[config.mk]
export PLATFORM = sky130hd
export DESIGN_NAME = double_ended_queue_flat
export DESIGN_NICKNAME = d
export VERILOG_FILES = /design/src/deq_pkg.sv /design/src/deq_req_if.sv /design/src/deq_rsp_if.sv /design/src/deq_ram.sv /design/src/deq_ctrl.sv /design/src/double_ended_queue.sv /design/src/flat_wrapper.sv
export VERILOG_INCLUDE_DIRS = /design/src /design/src/src
export SDC_FILE = /design/constraint.sdc
export NUM_CORES = 1
export LEC_CHECK = 0
export BUFFER_PORTS_ARGS = -buffer_cell sky130_fd_sc_hd__buf_2
export CAP_MARGIN = 20
export CORE_MARGIN = 3
export CORE_UTILIZATION = 60
export DETAILED_ROUTE_END_ITERATION = 16
export GPL_ROUTABILITY_DRIVEN = 0
export PLACE_DENSITY = 0.83
export SYNTH_ARGS = -nofsm -noshare
export SYNTH_HDL_FRONTEND = slang
export SYNTH_SLANG_ARGS = --single-unit
export TNS_END_PERCENT = 30
[constraint.sdc]
create_clock -name clock -period 5.1 [get_ports clock]
set_clock_uncertainty 0.05 [all_clocks]
set_input_delay 0.51 -clock clock [delete_from_list [all_inputs] [get_ports clock]]
set_output_delay 0.51 -clock clock [all_outputs]
set_load 0.01 [all_outputs]
[src/double_ended_queue_macros.svh]
// Assertion macros used by the double-ended queue RTL.
`ifndef DOUBLE_ENDED_QUEUE_MACROS_SVH
`define DOUBLE_ENDED_QUEUE_MACROS_SVH

// The consequent must hold in the same cycle as the antecedent.
`define DEQ_ASSERT_SAME(label, clk, rst, ante, cons) \
   label: assert property (@(posedge clk) disable iff (rst) (ante) |-> (cons)) \
      else $error("assertion failed: label");

// The consequent must hold in the cycle after the antecedent.
`define DEQ_ASSERT_NEXT(label, clk, rst, ante, cons) \
   label: assert property (@(posedge clk) disable iff (rst) (ante) |=> (cons)) \
      else $error("assertion failed: label");

`endif

[src/deq_pkg.sv]
// Package with the field widths, operation codes and status codes of the double-ended queue.
package deq_pkg;

   // Field widths of the request and response channels.
   localparam int FUNC_W   = 3;
   localparam int VALUE_W  = 32;
   localparam int COUNT_W  = 5;
   localparam int STATUS_W = 2;

   // Default sizing.
   localparam int DEPTH_DEFAULT      = 16;
   localparam int DATA_WIDTH_DEFAULT = 32;

   // Operation codes.
   localparam logic [FUNC_W-1:0] FUNC_PUSH_FRONT = 3'd0;
   localparam logic [FUNC_W-1:0] FUNC_PUSH_BACK  = 3'd1;
   localparam logic [FUNC_W-1:0] FUNC_POP_FRONT  = 3'd2;
   localparam logic [FUNC_W-1:0] FUNC_POP_BACK   = 3'd3;
   localparam logic [FUNC_W-1:0] FUNC_PEEK_FRONT = 3'd4;
   localparam logic [FUNC_W-1:0] FUNC_PEEK_BACK  = 3'd5;

   // Status codes.
   localparam logic [STATUS_W-1:0] STATUS_OK        = 2'd0;
   localparam logic [STATUS_W-1:0] STATUS_UNDERFLOW = 2'd1;
   localparam logic [STATUS_W-1:0] STATUS_OVERFLOW  = 2'd2;

   // Result control passed from the controller to the response register.
   typedef struct packed {
      logic                load;
      logic                use_ram;
      logic [STATUS_W-1:0] status;
      logic [COUNT_W-1:0]  count;
      logic                empty;
   } result_ctl_type;

endpackage

[src/deq_req_if.sv]
// Request channel interface of the double-ended queue.
interface deq_req_if;
   logic                        valid;
   logic                        ready;
   logic [deq_pkg::FUNC_W-1:0]  func;
   logic [deq_pkg::VALUE_W-1:0] push_value;

   modport source (output valid, output func, output push_value, input ready);
   modport sink (input valid, input func, input push_value, output ready);
endinterface

[src/deq_rsp_if.sv]
// Response channel interface of the double-ended queue.
interface deq_rsp_if;
   logic                         valid;
   logic                         ready;
   logic [deq_pkg::VALUE_W-1:0]  read_value;
   logic [deq_pkg::COUNT_W-1:0]  element_count;
   logic                         is_empty;
   logic [deq_pkg::STATUS_W-1:0] status;

   modport source (output valid, output read_value, output element_count, output is_empty,
                   output status, input ready);
   modport sink (input valid, input read_value, input element_count, input is_empty,
                 input status, output ready);
endinterface

[src/deq_ram.sv]
// Generic single-clock RAM with one write port and one registered read port.
module deq_ram #(
   parameter int WIDTH = deq_pkg::DATA_WIDTH_DEFAULT,
   parameter int DEPTH = deq_pkg::DEPTH_DEFAULT
) (
   input  logic                     clock,
   input  logic                     wr_en,
   input  logic [$clog2(DEPTH)-1:0] wr_addr,
   input  logic [WIDTH-1:0]         wr_data,
   input  logic                     rd_en,
   input  logic [$clog2(DEPTH)-1:0] rd_addr,
   output logic [WIDTH-1:0]         rd_data
);

   logic [WIDTH-1:0] mem_ff [DEPTH];
   logic [WIDTH-1:0] rd_data_ff;

   // Write port.
   always_ff @(posedge clock) begin
      if (wr_en) begin
         mem_ff[wr_addr] <= wr_data;
      end
   end

   // Registered read port; the data holds until the next read.
   always_ff @(posedge clock) begin
      if (rd_en) begin
         rd_data_ff <= mem_ff[rd_addr];
      end
   end

   assign rd_data = rd_data_ff;

endmodule

[src/deq_ctrl.sv]
// Pointer, count and sequencing logic of the double-ended queue.
module deq_ctrl #(
   parameter int DEPTH      = deq_pkg::DEPTH_DEFAULT,
   parameter int DATA_WIDTH = deq_pkg::DATA_WIDTH_DEFAULT
) (
   input  logic                         clock,
   input  logic                         reset,
   input  logic                         req_valid,
   input  logic [deq_pkg::FUNC_W-1:0]   req_func,
   input  logic [deq_pkg::VALUE_W-1:0]  req_value,
   output logic                         req_ready,
   input  logic                         out_free,
   output logic                         ram_wr_en,
   output logic [$clog2(DEPTH)-1:0]     ram_wr_addr,
   output logic [DATA_WIDTH-1:0]        ram_wr_data,
   output logic                         ram_rd_en,
   output logic [$clog2(DEPTH)-1:0]     ram_rd_addr,
   output deq_pkg::result_ctl_type      result_ctl
);

   localparam int PTR_W = $clog2(DEPTH);
   localparam int CNT_W = $clog2(DEPTH + 1);
   localparam logic [PTR_W-1:0] PTR_LAST = PTR_W'(DEPTH - 1);

   localparam logic ST_IDLE = 1'b0;
   localparam logic ST_READ = 1'b1;

   logic                          state_ff, state_in;
   logic [PTR_W-1:0]              front_ff, front_in;
   logic [PTR_W-1:0]              back_ff, back_in;
   logic [CNT_W-1:0]              count_ff, count_in;
   deq_pkg::result_ctl_type       meta_ff, meta_in;

   logic                          accept;
   logic                          full;
   logic                          empty;
   logic [PTR_W-1:0]              front_inc, front_dec, back_inc, back_dec;
   logic [deq_pkg::STATUS_W-1:0]  status_now;
   logic                          read_now;

   // The queue takes a request only between operations and when the response register can
   // take a result in the same cycle.
   assign req_ready = (state_ff == ST_IDLE) && out_free;
   assign accept    = req_valid && req_ready;

   assign full  = (count_ff == CNT_W'(DEPTH));
   assign empty = (count_ff == '0);

   // Ring neighbours of both pointers.
   assign front_inc = (front_ff == PTR_LAST) ? '0 : front_ff + PTR_W'(1);
   assign front_dec = (front_ff == '0) ? PTR_LAST : front_ff - PTR_W'(1);
   assign back_inc  = (back_ff == PTR_LAST) ? '0 : back_ff + PTR_W'(1);
   assign back_dec  = (back_ff == '0) ? PTR_LAST : back_ff - PTR_W'(1);

   assign ram_wr_data = DATA_WIDTH'(req_value);

   // Decode the operation into the memory access and the pointer and count updates.
   always_comb begin
      front_in    = front_ff;
      back_in     = back_ff;
      count_in    = count_ff;
      ram_wr_en   = 1'b0;
      ram_wr_addr = back_ff;
      ram_rd_en   = 1'b0;
      ram_rd_addr = front_ff;
      status_now  = deq_pkg::STATUS_OK;
      read_now    = 1'b0;
      case (req_func)
         deq_pkg::FUNC_PUSH_FRONT: begin
            if (full) begin
               status_now = deq_pkg::STATUS_OVERFLOW;
            end else begin
               ram_wr_en   = accept;
               ram_wr_addr = front_dec;
               front_in    = front_dec;
               count_in    = count_ff + CNT_W'(1);
            end
         end
         deq_pkg::FUNC_PUSH_BACK: begin
            if (full) begin
               status_now = deq_pkg::STATUS_OVERFLOW;
            end else begin
               ram_wr_en   = accept;
               ram_wr_addr = back_ff;
               back_in     = back_inc;
               count_in    = count_ff + CNT_W'(1);
            end
         end
         deq_pkg::FUNC_POP_FRONT: begin
            if (empty) begin
               status_now = deq_pkg::STATUS_UNDERFLOW;
            end else begin
               read_now    = 1'b1;
               ram_rd_addr = front_ff;
               front_in    = front_inc;
               count_in    = count_ff - CNT_W'(1);
            end
         end
         deq_pkg::FUNC_POP_BACK: begin
            if (empty) begin
               status_now = deq_pkg::STATUS_UNDERFLOW;
            end else begin
               read_now    = 1'b1;
               ram_rd_addr = back_dec;
               back_in     = back_dec;
               count_in    = count_ff - CNT_W'(1);
            end
         end
         deq_pkg::FUNC_PEEK_FRONT: begin
            if (empty) begin
               status_now = deq_pkg::STATUS_UNDERFLOW;
            end else begin
               read_now    = 1'b1;
               ram_rd_addr = front_ff;
            end
         end
         deq_pkg::FUNC_PEEK_BACK: begin
            if (empty) begin
               status_now = deq_pkg::STATUS_UNDERFLOW;
            end else begin
               read_now    = 1'b1;
               ram_rd_addr = back_dec;
            end
         end
         default: begin
            // Unused codes leave the queue untouched and report success.
            status_now = deq_pkg::STATUS_OK;
         end
      endcase
      ram_rd_en = accept && read_now;
   end

   // Result fields of the current request, before any memory data is known.
   always_comb begin
      meta_in.load    = 1'b1;
      meta_in.use_ram = read_now;
      meta_in.status  = status_now;
      meta_in.count   = deq_pkg::COUNT_W'(count_in);
      meta_in.empty   = (count_in == '0);
   end

   // Results without memory data leave at once; reads leave in the following cycle with the data.
   always_comb begin
      if (state_ff == ST_READ) begin
         result_ctl = meta_ff;
      end else begin
         result_ctl      = meta_in;
         result_ctl.load = accept && !read_now;
      end
   end

   // Sequencer: a read parks the result fields until the memory answers.
   always_comb begin
      state_in = state_ff;
      case (state_ff)
         ST_IDLE: begin
            if (accept && read_now) begin
               state_in = ST_READ;
            end
         end
         ST_READ: begin
            state_in = ST_IDLE;
         end
         default: begin
            state_in = ST_IDLE;
         end
      endcase
   end

   always_ff @(posedge clock) begin
      if (reset) begin
         state_ff <= ST_IDLE;
         front_ff <= '0;
         back_ff  <= '0;
         count_ff <= '0;
      end else begin
         state_ff <= state_in;
         if (accept) begin
            front_ff <= front_in;
            back_ff  <= back_in;
            count_ff <= count_in;
         end
      end
   end

   // Parked result fields need no reset.
   always_ff @(posedge clock) begin
      if (accept) begin
         meta_ff <= meta_in;
      end
   end

endmodule

[src/double_ended_queue.sv]
// Double-ended queue: push and pop at both ends of a ring held in a single RAM, one response
// per request. A push, an error or an unused code loads its response straight into the
// output register; a pop or peek first passes the element through the RAM's registered read
// port, and no request is taken in the cycle the read data returns. Each response waits in an
// output register, and a new request is accepted in the cycle that register is drained. Pops
// and peeks on an empty queue report underflow; pushes onto a full queue report overflow and
// drop the element; neither changes the queue. Element count wider than the response field is
// reported modulo its width.
`include "double_ended_queue_macros.svh"

module double_ended_queue #(
   parameter int DEPTH      = deq_pkg::DEPTH_DEFAULT,
   parameter int DATA_WIDTH = deq_pkg::DATA_WIDTH_DEFAULT
) (
   input logic        clock,
   input logic        reset,
   deq_req_if.sink    req_if,
   deq_rsp_if.source  rsp_if
);

   localparam int PTR_W = $clog2(DEPTH);

   logic                         out_free;
   logic                         ram_wr_en;
   logic [PTR_W-1:0]             ram_wr_addr;
   logic [DATA_WIDTH-1:0]        ram_wr_data;
   logic                         ram_rd_en;
   logic [PTR_W-1:0]             ram_rd_addr;
   logic [DATA_WIDTH-1:0]        ram_rd_data;
   deq_pkg::result_ctl_type      result_ctl;

   logic                         rsp_valid_ff;
   logic [deq_pkg::VALUE_W-1:0]  read_value_ff;
   logic [deq_pkg::COUNT_W-1:0]  count_ff;
   logic                         empty_ff;
   logic [deq_pkg::STATUS_W-1:0] status_ff;

   assign out_free = !rsp_valid_ff || rsp_if.ready;

   // Pointer and count control.
   deq_ctrl #(
      .DEPTH      (DEPTH),
      .DATA_WIDTH (DATA_WIDTH)
   ) u_ctrl (
      .clock       (clock),
      .reset       (reset),
      .req_valid   (req_if.valid),
      .req_func    (req_if.func),
      .req_value   (req_if.push_value),
      .req_ready   (req_if.ready),
      .out_free    (out_free),
      .ram_wr_en   (ram_wr_en),
      .ram_wr_addr (ram_wr_addr),
      .ram_wr_data (ram_wr_data),
      .ram_rd_en   (ram_rd_en),
      .ram_rd_addr (ram_rd_addr),
      .result_ctl  (result_ctl)
   );

   // Element store.
   deq_ram #(
      .WIDTH (DATA_WIDTH),
      .DEPTH (DEPTH)
   ) u_store (
      .clock   (clock),
      .wr_en   (ram_wr_en),
      .wr_addr (ram_wr_addr),
      .wr_data (ram_wr_data),
      .rd_en   (ram_rd_en),
      .rd_addr (ram_rd_addr),
      .rd_data (ram_rd_data)
   );

   // Response valid flag.
   always_ff @(posedge clock) begin
      if (reset) begin
         rsp_valid_ff <= 1'b0;
      end else if (result_ctl.load) begin
         rsp_valid_ff <= 1'b1;
      end else if (rsp_if.ready) begin
         rsp_valid_ff <= 1'b0;
      end
   end

   // Response payload.
   always_ff @(posedge clock) begin
      if (result_ctl.load) begin
         read_value_ff <= result_ctl.use_ram ? deq_pkg::VALUE_W'(ram_rd_data) : '0;
         count_ff      <= result_ctl.count;
         empty_ff      <= result_ctl.empty;
         status_ff     <= result_ctl.status;
      end
   end

   assign rsp_if.valid         = rsp_valid_ff;
   assign rsp_if.read_value    = read_value_ff;
   assign rsp_if.element_count = count_ff;
   assign rsp_if.is_empty      = empty_ff;
   assign rsp_if.status        = status_ff;

   // A new result must never overwrite one that is still waiting.
   `DEQ_ASSERT_SAME(a_no_overwrite, clock, reset, result_ctl.load, out_free)

   // While memory data is returning, no request is taken.
   `DEQ_ASSERT_SAME(a_read_blocks_req, clock, reset, result_ctl.load && result_ctl.use_ram,
                    !req_if.ready)

   // Error responses never carry an element.
   `DEQ_ASSERT_SAME(a_error_zero, clock, reset,
                    rsp_valid_ff && (status_ff != deq_pkg::STATUS_OK), read_value_ff == '0)

   // A memory read is always followed by the response that carries its data.
   `DEQ_ASSERT_NEXT(a_read_answered, clock, reset, ram_rd_en,
                    result_ctl.load && result_ctl.use_ram)

endmodule
[src/flat_wrapper.sv]
// flat-port wrapper written by rule: the top's interface ports become plain ports
module double_ended_queue_flat 
#(
   parameter int DEPTH      = deq_pkg::DEPTH_DEFAULT,
   parameter int DATA_WIDTH = deq_pkg::DATA_WIDTH_DEFAULT
)
  (clock, reset, req_if_valid, req_if_func, req_if_push_value, req_if_ready, rsp_if_valid, rsp_if_read_value, rsp_if_element_count, rsp_if_is_empty, rsp_if_status, rsp_if_ready);
  deq_req_if req_if_i ();
  deq_rsp_if rsp_if_i ();
  input logic clock;
  input logic reset;
  input wire logic [$bits(req_if_i.valid)-1:0] req_if_valid;
  input wire logic [$bits(req_if_i.func)-1:0] req_if_func;
  input wire logic [$bits(req_if_i.push_value)-1:0] req_if_push_value;
  output wire logic [$bits(req_if_i.ready)-1:0] req_if_ready;
  output wire logic [$bits(rsp_if_i.valid)-1:0] rsp_if_valid;
  output wire logic [$bits(rsp_if_i.read_value)-1:0] rsp_if_read_value;
  output wire logic [$bits(rsp_if_i.element_count)-1:0] rsp_if_element_count;
  output wire logic [$bits(rsp_if_i.is_empty)-1:0] rsp_if_is_empty;
  output wire logic [$bits(rsp_if_i.status)-1:0] rsp_if_status;
  input wire logic [$bits(rsp_if_i.ready)-1:0] rsp_if_ready;
  assign req_if_i.valid = req_if_valid;
  assign req_if_i.func = req_if_func;
  assign req_if_i.push_value = req_if_push_value;
  assign req_if_ready = req_if_i.ready;
  assign rsp_if_valid = rsp_if_i.valid;
  assign rsp_if_read_value = rsp_if_i.read_value;
  assign rsp_if_element_count = rsp_if_i.element_count;
  assign rsp_if_is_empty = rsp_if_i.is_empty;
  assign rsp_if_status = rsp_if_i.status;
  assign rsp_if_i.ready = rsp_if_ready;
  double_ended_queue #(.DEPTH(DEPTH), .DATA_WIDTH(DATA_WIDTH)) u_core (.clock(clock), .reset(reset), .req_if(req_if_i), .rsp_if(rsp_if_i));
endmodule
==> impl_metrics.env <==
export IMPL_status="finished clean"
export IMPL_power_per_cell_area_nw_per_um2=392
export IMPL_vias=15400
export IMPL_whs_path_depth=2
export IMPL_synthMuxAreaShare_pct=9.09
export IMPL_max_freq_ghz=0.240
export IMPL_grt_ovfl_total=0
export IMPL_h_tree_depth=2
export IMPL_track_usage_pct=26.9
export IMPL_root_buffer="clkbuf_16"
export IMPL_yosysMostFrequentCell="edfxtp_1"
export IMPL_die_y_um=211
export IMPL_numPortBuffers=80
export IMPL_first_pass_iters=6
export IMPL_grt_pass1_vias=15300
export IMPL_routed_wl_um=60200
export IMPL_worstPathArrival_ns=4.47
export IMPL_rsz0062_at_grt="no"
export IMPL_p_leak_nw=10.2
export IMPL_synth_simple_area_share_pct=6.33
export IMPL_rows=74
export IMPL_fill_cells=2590
export IMPL_yosysTopAreaCellShare_pct=70.9
export IMPL_grt_pass1_wl_um=90600
export IMPL_dp_final_hpwl_um=33800
export IMPL_synth_edf_count=593
export IMPL_postCtsHoldBufs=0
export IMPL_io_pins=81
export IMPL_worstPathRequired_ns=5.41
export IMPL_path_clk_slew_ns=0.06
export IMPL_die_w_um=211
export IMPL_nets=1743
export IMPL_numClockSinks=608
export IMPL_synth_area_per_cell_um2=15.5
export IMPL_synthXorXnorAreaFrac_pct=0.413
export IMPL_drt_antenna_violating_nets=0
export IMPL_wl_per_cell_um=26.4
export IMPL_maxCapViolations=0
export IMPL_cts_setup_buffers=0
export IMPL_synth_yosys_seq_area_share_pct=72.1
export IMPL_cts_buffers=56
export IMPL_grt_max_degree=92
export IMPL_ir_drop_mv=0.328
export IMPL_worstSetupPathType="reg -> reg"
export IMPL_seq_area_um2=18100
export IMPL_hold_viol=0
export IMPL_ys_seq_elements=608
export IMPL_ys_top_cells_by_area="edfxtp_1 71%, mux2i_1 8.7%, o22ai_1 2.1%"
export IMPL_maxSlewHeadroom_pct=31.5
export IMPL_utilization_pct=68.7
export IMPL_multi_input_area_um2=6750
export IMPL_min_path_type="in -> reg"
export IMPL_core_um2=41100
export IMPL_yosysWarnings=0
export IMPL_synth_common_cells="593 x edfxtp_1, 218 x mux2i_1, 117 x nand2_1"
export IMPL_cts_tree="done"
export IMPL_antenna_found_initial=2
export IMPL_synth_compound_area_share_pct=9.47
export IMPL_start_util_pct=61.1
export IMPL_dieArea_um2=44400
export IMPL_synth_cell_types=56
export IMPL_vias_per_cell=6.77
export IMPL_clk_path_buf_depth=3
export IMPL_final_layout_size_suffix_gt1_share_pct=14.3
export IMPL_post_cts_resized=0
export IMPL_critPathCaptureType="register"
export IMPL_fin_crit_sh_pct=81.6
export IMPL_drc=0
export IMPL_synth_area_um2=25100
export IMPL_cp_start_kind="register"
export IMPL_setup_viol_count_final=0
export IMPL_synthCells=1625
export IMPL_synth_fa_ha_area_share_pct=0.448
export IMPL_crit_path_max_fanout=28
export IMPL_tightest_slew_ns=1.03
export IMPL_synth_flop_cell="edfxtp_1"
export IMPL_detail_route_iter0_violations=2072
export IMPL_reg2reg_depth=9
export IMPL_fin_crit_ns=4.16
export IMPL_synth_fp_nets=1673
export IMPL_synth_async_reset_ratio_pct=0
export IMPL_fin_tns_setup_ns=0
export IMPL_clk_latency_ns=0.63
export IMPL_synth_top_family_by_area="compound AO/OA/AOI/OAI gates"
export IMPL_synth_top_cell_by_area="edfxtp_1"
export IMPL_synthToLayoutAreaGrowth_pct=12.5
export IMPL_maxSlewViolCount=0
worst paths after layout:
| kind | slack [ns] | endpoint | startpoint |
|---|---|---|---|
| setup / recovery | 0.94 | u_core.u_store.rd_data[28] | u_core.u_ctrl.count_ff[0] |
| hold / removal | 0.21 | u_core.u_ctrl.front_ff[3] | reset |
| setup reg to reg | 0.94 | u_core.u_store.rd_data[28] | u_core.u_ctrl.count_ff[0] |
| hold reg to reg | 0.47 | u_core.rsp_if.read_value[30] | u_core.u_store.rd_data[30] |
layout by cell type, fill, tap and decap left out, types with 23 or more instances in the layout:
| cell | Yosys | layout |
|---|---|---|
| edfxtp_1 | 593 | 593 |
| mux2i_1 | 218 | 217 |
| nand2_1 | 117 | 117 |
| o22ai_1 | 85 | 85 |
| buf_2 | 28 | 80 |
| clkbuf_16 | 0 | 57 |
| a31oi_1 | 52 | 48 |
| nand2b_1 | 48 | 47 |
| a2111oi_0 | 45 | 45 |
| a311oi_1 | 44 | 44 |
| buf_4 | 0 | 39 |
| and2_1 | 33 | 33 |
| nor2_1 | 42 | 25 |
| o221ai_1 | 23 | 23 |
| or3_1 | 23 | 23 |
kinds of logic after synthesis:
logic type	count (synthesis)
buffers and inverters	133
adder cells (fa/ha/maj)	9
AND/OR/NAND/NOR	314
flip-flops	608
AO/OA/AOI/OAI	323
multiplexers	227
XOR/XNOR	11
flip-flops by register name, indices dropped and copies added, names as in the netlist:
signal,count
u_core.u_store.mem_ff,512
u_core.rsp_if.read_value,32
u_core.u_store.rd_data,32
u_core.u_ctrl.meta_ff,9
u_core.rsp_if.element_count,5
u_core.u_ctrl.count_ff,5
u_core.u_ctrl.back_ff,4
u_core.u_ctrl.front_ff,4
u_core.rsp_if.status,2
u_core.rsp_if.is_empty,1
u_core.rsp_if.valid,1
u_core.u_ctrl.state_ff,1
area by class of cell:
class | instances | area share (%)
clock inverter | 32 | 0.895
timing repair buffer | 130 | 3.23
sequential | 608 | 64.1
multi-input combinational | 884 | 23.9
antenna | 2 | 0.0177
inverter | 15 | 0.199
clock buffer | 74 | 5.31
tap | 532 | 2.36
power by group:
group	internal [mW]	leakage (nW)	total, mW	switching (mW)
Clock	2.22	0.851	3.99	1.77
Sequential	5.65	5.51	5.71	0.0569
Combinational	0.501	3.82	1.37	0.870
Total	8.38	10.2	11.1	2.70
metal layers:
metal / vias to the layer above / global-route usage [%] / part of all wire [%]
met5: - / 0 / 0
met4: 0 / 12.5 / 4.2
met3: 181 / 4.99 / 9.9
met2: 1010 / 43.1 / 48
met1: 7602 / 36.5 / 38
li1: 6629 / - / -
worst max-delay path: stages (launching register included):
cell	delay, ns
dfxtp_1	0.50
inv_1	0.14
ha_1	0.27
or4b_1	0.26
nand3_2	0.53
and4_1	0.53
a21oi_4	0.42
buf_4	0.44
o22ai_1	0.18
or4_1	0.55
stage by stage:
| step | setup slack (ns) | cell area [um^2] | cells | hold WS [ns] | power (mW) |
|---|---|---|---|---|---|
| after global routing | 0.839 | 28200 | 2276 | 0.206 | 11.4 |
| final | 0.938 | 28200 | 2277 | 0.207 | 11.1 |
| after detailed placement | 0.689 | 26500 | 2169 | 0.467 | 7.16 |
| after global placement | 0.873 | 26500 | 2169 | 0.467 | 7.11 |
| after CTS | 1.05 | 28200 | 2275 | 0.178 | 11.1 |
| after floorplan | 1.20 | 25100 | 1625 | 0.441 | 6.69 |
Power figures use the tool's default switching activity.
